**config.mk**
```make
export PLATFORM = sky130hd
export DESIGN_NAME = segment_index_box_parser_flat
export DESIGN_NICKNAME = d
export VERILOG_FILES = /design/src/design/sibp_pkg.sv /design/src/design/sibp_in_if.sv /design/src/design/sibp_out_if.sv /design/src/design/segment_index_box_parser.sv /design/src/flat_wrapper.sv
export SDC_FILE = /design/constraint.sdc
export NUM_CORES = 2
export LEC_CHECK = 0
export BUFFER_PORTS_ARGS = -buffer_cell sky130_fd_sc_hd__buf_2
export CAP_MARGIN = 20
export CELL_PAD_IN_SITES_DETAIL_PLACEMENT = 1
export CELL_PAD_IN_SITES_GLOBAL_PLACEMENT = 1
export CORE_MARGIN = 2
export CORE_UTILIZATION = 49
export DETAILED_ROUTE_END_ITERATION = 12
export HOLD_SLACK_MARGIN = 0.02
export PLACE_DENSITY = 0.94
export SLEW_MARGIN = 5
export SYNTH_ARGS = -nofsm -noshare
export SYNTH_HDL_FRONTEND = slang
export SYNTH_SLANG_ARGS = --single-unit
```
**constraint.sdc**
```tcl
create_clock -name clk -period 10.3 [get_ports clk]
set_clock_uncertainty 0.2 [all_clocks]
set_input_delay 2.575 -clock clk [delete_from_list [all_inputs] [get_ports clk]]
set_output_delay 2.575 -clock clk [all_outputs]
set_load 0.05 [all_outputs]
```
**src/design/sibp_pkg.sv**
```systemverilog
// ----------------------------------------------------------------------------
// sibp_pkg
// shared types and constants for the segment index box parser
// ----------------------------------------------------------------------------
package sibp_pkg;

  // parse phases of one box
  typedef enum logic [2:0] {
    PH_HEAD  = 3'd0,
    PH_TIMES = 3'd1,
    PH_COUNT = 3'd2,
    PH_REFS  = 3'd3,
    PH_TAIL  = 3'd4
  } phase_t;

  // result kinds
  typedef enum logic [1:0] {
    KIND_HEADER    = 2'd0,
    KIND_REFERENCE = 2'd1,
    KIND_DONE      = 2'd2,
    KIND_LEN_ERROR = 2'd3
  } kind_t;

  // byte positions that close a field
  localparam logic [3:0] POS_WORD0 = 4'd3;
  localparam logic [3:0] POS_WORD1 = 4'd7;
  localparam logic [3:0] POS_WORD2 = 4'd11;
  localparam logic [3:0] POS_WORD3 = 4'd15;

  // depth of the result queue
  localparam int QDEPTH = 4;
  localparam int QCNT_W = $clog2(QDEPTH + 1);

  // one result item
  typedef struct packed {
    kind_t       kind;
    logic [7:0]  box_version;
    logic [23:0] box_flags;
    logic [15:0] entry_count;
    logic [31:0] id_or_size;
    logic [31:0] scale_or_duration;
    logic [63:0] earliest_time;
    logic [63:0] offset_or_delta;
    logic        reference_kind;
    logic        starts_with_access_point;
    logic [2:0]  access_point_type;
    logic        last;
  } res_t;

endpackage

```
**src/design/sibp_in_if.sv**
```systemverilog
// ----------------------------------------------------------------------------
// sibp_in_if
// byte channel into the segment index box parser
// ----------------------------------------------------------------------------
interface sibp_in_if;
  logic       valid;
  logic       ready;
  logic [7:0] payload_byte;
  logic       end_of_box;

  modport source (output valid, output payload_byte, output end_of_box, input ready);
  modport sink   (input valid, input payload_byte, input end_of_box, output ready);
endinterface

```
**src/design/sibp_out_if.sv**
```systemverilog
// ----------------------------------------------------------------------------
// sibp_out_if
// result channel out of the segment index box parser
// ----------------------------------------------------------------------------
interface sibp_out_if;
  logic        valid;
  logic        ready;
  logic [1:0]  kind;
  logic [7:0]  box_version;
  logic [23:0] box_flags;
  logic [15:0] entry_count;
  logic [31:0] id_or_size;
  logic [31:0] scale_or_duration;
  logic [63:0] earliest_time;
  logic [63:0] offset_or_delta;
  logic        reference_kind;
  logic        starts_with_access_point;
  logic [2:0]  access_point_type;
  logic        last;

  modport source (
    output valid, input ready,
    output kind, output box_version, output box_flags, output entry_count,
    output id_or_size, output scale_or_duration, output earliest_time,
    output offset_or_delta, output reference_kind, output starts_with_access_point,
    output access_point_type, output last
  );
  modport sink (
    input valid, output ready,
    input kind, input box_version, input box_flags, input entry_count,
    input id_or_size, input scale_or_duration, input earliest_time,
    input offset_or_delta, input reference_kind, input starts_with_access_point,
    input access_point_type, input last
  );
endinterface

```
**src/design/segment_index_box_parser.sv**
```systemverilog
// ----------------------------------------------------------------------------
// segment_index_box_parser
// parses a segment index box payload byte by byte into header, reference,
// done and length error results
// ----------------------------------------------------------------------------
// results: those of a byte are registered into the result queue, whose head entry drives the output
// throughput: one byte per cycle; a byte causes at most two results, queued
//   in a four-entry result queue, and bytes are taken while it has two free
// reset: synchronous active-low rst_n clears parse state and empties the queue
// ----------------------------------------------------------------------------
module segment_index_box_parser
  import sibp_pkg::*;
(
  input  logic      clk,
  input  logic      rst_n,
  sibp_in_if.sink   in_if,
  sibp_out_if.source out_if
);

  // parse state
  phase_t      phase_r, phase_nxt;
  logic [3:0]  pos_r, pos_nxt;
  logic [7:0]  version_r, version_nxt;
  logic [23:0] flags_r, flags_nxt;
  logic [31:0] id_r, id_nxt;
  logic [31:0] scale_r, scale_nxt;
  logic [63:0] time_r, time_nxt;
  logic [63:0] offset_r, offset_nxt;
  logic [63:0] shift_r, shift_nxt;
  logic [63:0] entry_r, entry_nxt;
  logic [15:0] left_r, left_nxt;
  logic [31:0] sum_r, sum_nxt;
  logic        err_wait_r, err_wait_nxt;

  // result queue, head entry drives the output
  res_t              q_r [QDEPTH];
  res_t              q_nxt [QDEPTH];
  logic [QCNT_W-1:0] cnt_r, cnt_nxt;

  logic accept, pop;
  logic [63:0] ws;
  logic [31:0] w1, w3;

  // results of this byte: a field result and an end-of-box result
  res_t first_res, end_res, slot0, slot1;
  logic first_v, end_v;
  logic push0, push1;
  logic [QCNT_W-1:0] base;

  // take a byte only while two queue entries are free
  assign in_if.ready = (cnt_r <= QCNT_W'(QDEPTH - 2));
  assign accept      = in_if.valid && in_if.ready;
  assign pop         = out_if.valid && out_if.ready;

  assign ws = {shift_r[55:0], in_if.payload_byte};
  assign w1 = entry_r[63:32];
  assign w3 = ws[31:0];

  // parser next state and result generation
  always_comb begin
    phase_nxt    = phase_r;
    pos_nxt      = pos_r;
    version_nxt  = version_r;
    flags_nxt    = flags_r;
    id_nxt       = id_r;
    scale_nxt    = scale_r;
    time_nxt     = time_r;
    offset_nxt   = offset_r;
    shift_nxt    = shift_r;
    entry_nxt    = entry_r;
    left_nxt     = left_r;
    sum_nxt      = sum_r;
    err_wait_nxt = err_wait_r;
    first_res    = '0;
    end_res      = '0;
    first_v      = 1'b0;
    end_v        = 1'b0;

    if (accept) begin
      if (err_wait_r) begin
        // dropping leftover bytes until the box ends
        if (in_if.end_of_box) begin
          err_wait_nxt = 1'b0;
          phase_nxt    = PH_HEAD;
          pos_nxt      = '0;
          shift_nxt    = '0;
          entry_nxt    = '0;
          left_nxt     = '0;
          sum_nxt      = '0;
        end
      end else if (phase_r == PH_TAIL) begin
        // byte past the last reference
        first_v        = 1'b1;
        first_res.kind = KIND_LEN_ERROR;
        if (in_if.end_of_box) begin
          phase_nxt = PH_HEAD;
          pos_nxt   = '0;
          shift_nxt = '0;
          entry_nxt = '0;
          left_nxt  = '0;
          sum_nxt   = '0;
        end else begin
          err_wait_nxt = 1'b1;
        end
      end else begin
        shift_nxt = ws;
        pos_nxt   = pos_r + 4'd1;
        case (phase_r)
          PH_HEAD: begin
            if (pos_r == POS_WORD0) begin
              version_nxt = ws[31:24];
              flags_nxt   = ws[23:0];
            end
            if (pos_r == POS_WORD1) id_nxt = ws[31:0];
            if (pos_r == POS_WORD2) begin
              scale_nxt = ws[31:0];
              phase_nxt = PH_TIMES;
              pos_nxt   = '0;
            end
          end
          PH_TIMES: begin
            if (version_r == 8'd0) begin
              if (pos_r == POS_WORD0) time_nxt = {32'd0, ws[31:0]};
              if (pos_r == POS_WORD1) begin
                offset_nxt = {32'd0, ws[31:0]};
                phase_nxt  = PH_COUNT;
                pos_nxt    = '0;
              end
            end else begin
              if (pos_r == POS_WORD1) time_nxt = ws;
              if (pos_r == POS_WORD3) begin
                offset_nxt = ws;
                phase_nxt  = PH_COUNT;
                pos_nxt    = '0;
              end
            end
          end
          PH_COUNT: begin
            // reserved bytes then the reference count
            if (pos_r == POS_WORD0) begin
              left_nxt                  = ws[15:0];
              first_v                   = 1'b1;
              first_res.kind            = KIND_HEADER;
              first_res.box_version     = version_r;
              first_res.box_flags       = flags_r;
              first_res.entry_count     = ws[15:0];
              first_res.id_or_size      = id_r;
              first_res.scale_or_duration = scale_r;
              first_res.earliest_time   = time_r;
              first_res.offset_or_delta = offset_r;
              phase_nxt = (ws[15:0] != 16'd0) ? PH_REFS : PH_TAIL;
              pos_nxt   = '0;
            end
          end
          PH_REFS: begin
            if (pos_r == POS_WORD1) entry_nxt = ws;
            if (pos_r == POS_WORD2) begin
              first_v                            = 1'b1;
              first_res.kind                     = KIND_REFERENCE;
              first_res.id_or_size               = {1'b0, w1[30:0]};
              first_res.scale_or_duration        = entry_r[31:0];
              first_res.offset_or_delta          = {36'd0, w3[27:0]};
              first_res.reference_kind           = w1[31];
              first_res.starts_with_access_point = w3[31];
              first_res.access_point_type        = w3[30:28];
              sum_nxt   = sum_r + entry_r[31:0];
              left_nxt  = left_r - 16'd1;
              phase_nxt = (left_r != 16'd1) ? PH_REFS : PH_TAIL;
              pos_nxt   = '0;
            end
          end
          default: begin
            phase_nxt = PH_HEAD;
          end
        endcase

        // end of box: done when all references are in, else short box
        if (in_if.end_of_box) begin
          end_v = 1'b1;
          if (phase_nxt == PH_TAIL) begin
            end_res.kind              = KIND_DONE;
            end_res.scale_or_duration = sum_nxt;
          end else begin
            end_res.kind = KIND_LEN_ERROR;
          end
          phase_nxt = PH_HEAD;
          pos_nxt   = '0;
          shift_nxt = '0;
          entry_nxt = '0;
          left_nxt  = '0;
          sum_nxt   = '0;
        end
      end
    end
  end

  // pack the results of this byte into queue slots and mark the last one
  always_comb begin
    slot1 = end_res;
    slot1.last = 1'b1;
    if (first_v) begin
      slot0 = first_res;
      slot0.last = !end_v;
    end else begin
      slot0 = end_res;
      slot0.last = 1'b1;
    end
    push0 = first_v || end_v;
    push1 = first_v && end_v;
  end

  // queue: shift down on pop, append new results behind the survivors
  always_comb begin
    base = cnt_r - QCNT_W'(pop);
    for (int i = 0; i < QDEPTH; i++) begin
      if (pop && (i < QDEPTH - 1)) q_nxt[i] = q_r[(i + 1) % QDEPTH];
      else                         q_nxt[i] = q_r[i];
      if (push0 && (base == QCNT_W'(i)))          q_nxt[i] = slot0;
      if (push1 && ((base + 1'b1) == QCNT_W'(i))) q_nxt[i] = slot1;
    end
    cnt_nxt = base + QCNT_W'(push0) + QCNT_W'(push1);
  end

  always_ff @(posedge clk) begin
    if (!rst_n) begin
      phase_r    <= PH_HEAD;
      pos_r      <= '0;
      version_r  <= '0;
      flags_r    <= '0;
      id_r       <= '0;
      scale_r    <= '0;
      time_r     <= '0;
      offset_r   <= '0;
      shift_r    <= '0;
      entry_r    <= '0;
      left_r     <= '0;
      sum_r      <= '0;
      err_wait_r <= 1'b0;
      cnt_r      <= '0;
    end else begin
      phase_r    <= phase_nxt;
      pos_r      <= pos_nxt;
      version_r  <= version_nxt;
      flags_r    <= flags_nxt;
      id_r       <= id_nxt;
      scale_r    <= scale_nxt;
      time_r     <= time_nxt;
      offset_r   <= offset_nxt;
      shift_r    <= shift_nxt;
      entry_r    <= entry_nxt;
      left_r     <= left_nxt;
      sum_r      <= sum_nxt;
      err_wait_r <= err_wait_nxt;
      cnt_r      <= cnt_nxt;
    end
  end

  // queue payload needs no reset
  always_ff @(posedge clk) begin
    for (int i = 0; i < QDEPTH; i++) q_r[i] <= q_nxt[i];
  end

  // head of the queue is the output register
  assign out_if.valid                    = (cnt_r != '0);
  assign out_if.kind                     = q_r[0].kind;
  assign out_if.box_version              = q_r[0].box_version;
  assign out_if.box_flags                = q_r[0].box_flags;
  assign out_if.entry_count              = q_r[0].entry_count;
  assign out_if.id_or_size               = q_r[0].id_or_size;
  assign out_if.scale_or_duration        = q_r[0].scale_or_duration;
  assign out_if.earliest_time            = q_r[0].earliest_time;
  assign out_if.offset_or_delta          = q_r[0].offset_or_delta;
  assign out_if.reference_kind           = q_r[0].reference_kind;
  assign out_if.starts_with_access_point = q_r[0].starts_with_access_point;
  assign out_if.access_point_type        = q_r[0].access_point_type;
  assign out_if.last                     = q_r[0].last;

endmodule

```
**src/flat_wrapper.sv**
```systemverilog
// flat-port wrapper written by rule: the top's interface ports become plain ports
module segment_index_box_parser_flat import sibp_pkg::*;
  (clk, rst_n, in_if_valid, in_if_payload_byte, in_if_end_of_box, in_if_ready, out_if_valid, out_if_ready, out_if_kind, out_if_box_version, out_if_box_flags, out_if_entry_count, out_if_id_or_size, out_if_scale_or_duration, out_if_earliest_time, out_if_offset_or_delta, out_if_reference_kind, out_if_starts_with_access_point, out_if_access_point_type, out_if_last);
  sibp_in_if in_if_i ();
  sibp_out_if out_if_i ();
  input  logic clk;
  input  logic rst_n;
  input wire logic [$bits(in_if_i.valid)-1:0] in_if_valid;
  input wire logic [$bits(in_if_i.payload_byte)-1:0] in_if_payload_byte;
  input wire logic [$bits(in_if_i.end_of_box)-1:0] in_if_end_of_box;
  output wire logic [$bits(in_if_i.ready)-1:0] in_if_ready;
  output wire logic [$bits(out_if_i.valid)-1:0] out_if_valid;
  input wire logic [$bits(out_if_i.ready)-1:0] out_if_ready;
  output wire logic [$bits(out_if_i.kind)-1:0] out_if_kind;
  output wire logic [$bits(out_if_i.box_version)-1:0] out_if_box_version;
  output wire logic [$bits(out_if_i.box_flags)-1:0] out_if_box_flags;
  output wire logic [$bits(out_if_i.entry_count)-1:0] out_if_entry_count;
  output wire logic [$bits(out_if_i.id_or_size)-1:0] out_if_id_or_size;
  output wire logic [$bits(out_if_i.scale_or_duration)-1:0] out_if_scale_or_duration;
  output wire logic [$bits(out_if_i.earliest_time)-1:0] out_if_earliest_time;
  output wire logic [$bits(out_if_i.offset_or_delta)-1:0] out_if_offset_or_delta;
  output wire logic [$bits(out_if_i.reference_kind)-1:0] out_if_reference_kind;
  output wire logic [$bits(out_if_i.starts_with_access_point)-1:0] out_if_starts_with_access_point;
  output wire logic [$bits(out_if_i.access_point_type)-1:0] out_if_access_point_type;
  output wire logic [$bits(out_if_i.last)-1:0] out_if_last;
  assign in_if_i.valid = in_if_valid;
  assign in_if_i.payload_byte = in_if_payload_byte;
  assign in_if_i.end_of_box = in_if_end_of_box;
  assign in_if_ready = in_if_i.ready;
  assign out_if_valid = out_if_i.valid;
  assign out_if_i.ready = out_if_ready;
  assign out_if_kind = out_if_i.kind;
  assign out_if_box_version = out_if_i.box_version;
  assign out_if_box_flags = out_if_i.box_flags;
  assign out_if_entry_count = out_if_i.entry_count;
  assign out_if_id_or_size = out_if_i.id_or_size;
  assign out_if_scale_or_duration = out_if_i.scale_or_duration;
  assign out_if_earliest_time = out_if_i.earliest_time;
  assign out_if_offset_or_delta = out_if_i.offset_or_delta;
  assign out_if_reference_kind = out_if_i.reference_kind;
  assign out_if_starts_with_access_point = out_if_i.starts_with_access_point;
  assign out_if_access_point_type = out_if_i.access_point_type;
  assign out_if_last = out_if_i.last;
  segment_index_box_parser u_core (.clk(clk), .rst_n(rst_n), .in_if(in_if_i), .out_if(out_if_i));
endmodule
```
==> run metrics <==
depth of the CTS H-tree=4; root buffer cell=clkbuf_16; DRT Wirelength=243,800 microns; Final nets=7,981; Min-Delay Path Class=reg -> reg; cell count after synthesis=8,146; dominant cell type by area after synthesis=dfxtp_1; cts hold-fix bufs=0; hold path depth=2; Tightest Pin Transition=1658 ps; Port Buf Inserts=262; area grow syn2layout=10.30%; most used cell along the critical path=ha_1; layout cells sized above 1=7.850%; fin worst setup slack=3896 ps; Initial Util=49.53%; TritonRoute pass-1 iters=8; Vias/cell=6.418; endpoints failing hold=0; layout filler cell count=15,210; Critical Path Start Type=input port; Worst Path Max Fanout=117; CP top delay family=simple AND/OR/NAND/NOR gates; syn nets=8,200; Cell Chain, Critical Path=buf_2, nand2_4, inv_8, ha_1, ha_1, nor2_1, ha_1, nor2_1, nand3_1, nand2_1, buf_4; violated checks=slew limit; vias in the first global route=63,910; initial antenna violation count=10; required time worst endpoint=10,530 ps; first-pass GRT wire length=370,800 microns; PD cells=199.2 nW/um^2; min cycle time layout=6404 ps; DR WL/cell=25.18 microns; post-synth top area share=40.99%; CTS sink cnt=1,395; max-slew violations=115; unrepaired setup endpoints after global routing=false; largest net degree at the start of global routing=214; hold path start=u_core.q_r[3][37]; period utilisation layout=62.18%; clk buf depth=3; dpl ws=3244 ps; Seq cells post-synth=1,395; synth top area cells=dfxtp_1 41%, a21oi_1 13%, nand2_1 13%; slowest CP cell=nand3_1; CP max stage delay=690 ps; Setup violations, final=0; maximum vdd ir drop=0.1750 mV; number of I/O pins=263; Worst-Skew Late Latency=800 ps; Synth Warn #=0; FP Rows=129; CTS buffer count=146; Critical R2R Capture=u_core.q_r[1][235]; reg2reg start=u_core.phase_r[0]; cts repair resizes=0; area occupied by multi-input gates=29,290 sq um; die width=358.2 microns; initial drt markers=7,450; Congestion Overflow GR=0; CP bufs+invs=3; TNS Setup=0 ps; Post-synth EDFFs=136; status=complete, but fails checks; drt drc=0; P_leak=24.60 nW; Crit Path Class=in -> reg; Die ar.=128,300 sq um; Worst R2R Setup Slack=4500 ps; maxcap violations=0; CTS tree=built; Worst Path Arrival=6630 ps; worst rel slew slack=-10.54%; Power Total=13.51 mW; die height=358.2 microns; FFs w/ async S/R, synth=0%; Detail Placement HPWL=137,300 microns; Reg2Reg Depth=10; Via Count=62,150; clock transition at the registers of the reported paths=60 ps; Tot GR Track Use=36.74%; Netlist cell types=76; worst hold path endpoint=u_core.q_r[3][37]; max frequency=0.1562 GHz; Mapped Area=61,480 sq um; Sequential Area=29,290 sq um; Post-CTS Setup Repair Bufs=0; sequential area share after synthesis=47.64%; antenna-violating nets left=0; Placer Congestion=0.8956; core footprint=124,100 sq um; ys flop type=dfxtp_1; syn_area_per_cell=7.548 sq um; critical path capture point type=register
-- power breakdown --
group | total [mW] | switching, mW | internal [mW]
sequential | 5.78 | 0.0636 | 5.72
clock | 5.52 | 2.35 | 3.17
combinational | 2.20 | 1.90 | 0.300
-- cell type report --
type	instances	area share, %
clock buffers	218	6.520
diodes	8	0.02952
clock inverters	41	0.7251
well taps	1637	3.020
repair buffers	349	3.199
inverters	21	0.1273
multi-input cells	6014	43.19
flip-flops and latches	1395	43.19
-- cell usage after synthesis (all sizes together) (3+ instances only) --
cell	n
o31ai	15
nand2b	25
a22oi	195
o21ai	99
o22ai	24
nor2b	149
or2	5
o211ai	10
o2111ai	3
o21bai	6
a22o	30
or3	21
edfxtp	136
ha	39
dfxtp	1259
nor2	857
o21a	6
or4	3
nand3	251
a31oi	7
nand4	10
inv	19
and3	10
buf	245
nor3	28
xnor2	21
nor4	13
a211oi	99
xor2	12
a21o	21
and2	31
mux2i	16
a21oi	1636
a32o	6
clkbuf	471
nand2	2113
a21boi	229
-- flip-flops by register name, indices dropped and copies added, names as in the netlist, 24 cells and up --
signal           cells
u_core.time_r       64
u_core.id_r         32
u_core.flags_r      24
u_core.offset_r     64
u_core.q_r         992
u_core.scale_r      32
u_core.sum_r        32
u_core.entry_r      64
u_core.shift_r      56
-- per-layer routing --
layer	vias to the layer above	global-route usage, %	wire [microns]
met5	-	0	58
met4	8	21.92	14990
met3	962	9.228	25550
met2	3424	57.74	109200
met1	30770	45.61	94000
li1	26990	-	-
-- logic make-up (layout without fill, tap and decap cells) --
kind of cell	count (synthesis)	after routing	synth area share (%)
buffers and inverters	737	629	4.984
other	0	8	0
muxes	16	16	0.2605
adders and majority gates	41	41	0.8588
AOI/OAI and AO/OA	2403	2403	22.42
DFF	1395	1395	47.64
and+or+nand+nor	3521	3521	23.37
xor gates and xnor gates	33	33	0.4701
-- worst reg2reg max path, cell delays in order, from the launching register on --
cell,delay [ps]
dfxtp_1,490
nor2b_4,270
and2_1,640
and2_4,790
buf_4,850
o41ai_4,340
nor2_4,830
buf_12,610
a21oi_1,320
a21oi_1,220
nor2_1,70
-- worst max-delay path by stage --
stage	cells past startpoint	from	slack (ps)	endpoint
floorplan	12	out_if_ready	3850	u_core.q_r[2][134]
global placement	11	out_if_ready	3420	u_core.q_r[3][139]
detailed placement	11	out_if_ready	3240	u_core.q_r[3][139]
CTS	11	out_if_ready	4020	u_core.q_r[3][141]
global route	13	out_if_ready	3700	u_core.q_r[1][235]
finish	11	out_if_ready	3900	u_core.q_r[3][142]
-- metrics by stage --
stage	std cells	utilization, %	area, sq um	hold slack, ps
after floorplan	8146	-	61480	232.1
after detailed placement	9414	50.63	62850	245.3
final	9683	54.64	67820	250.1
after global placement	9413	50.62	62830	237.8
after CTS	9673	54.59	67760	251.8
after global routing	9676	54.62	67800	268.0
-- layout by cell type (no fill, tap or decap), drive strengths merged, types with 30 or more instances in the layout --
master and instances:
nand2 2113, a21oi 1636, dfxtp 1259, nor2 857
buf 349, nand3 251, a21boi 229, clkbuf 218
a22oi 195, nor2b 149, edfxtp 136, a211oi 99
o21ai 99, ha 39, and2 31, a22o 30
Note: power is estimated with default switching activity, not from simulation.
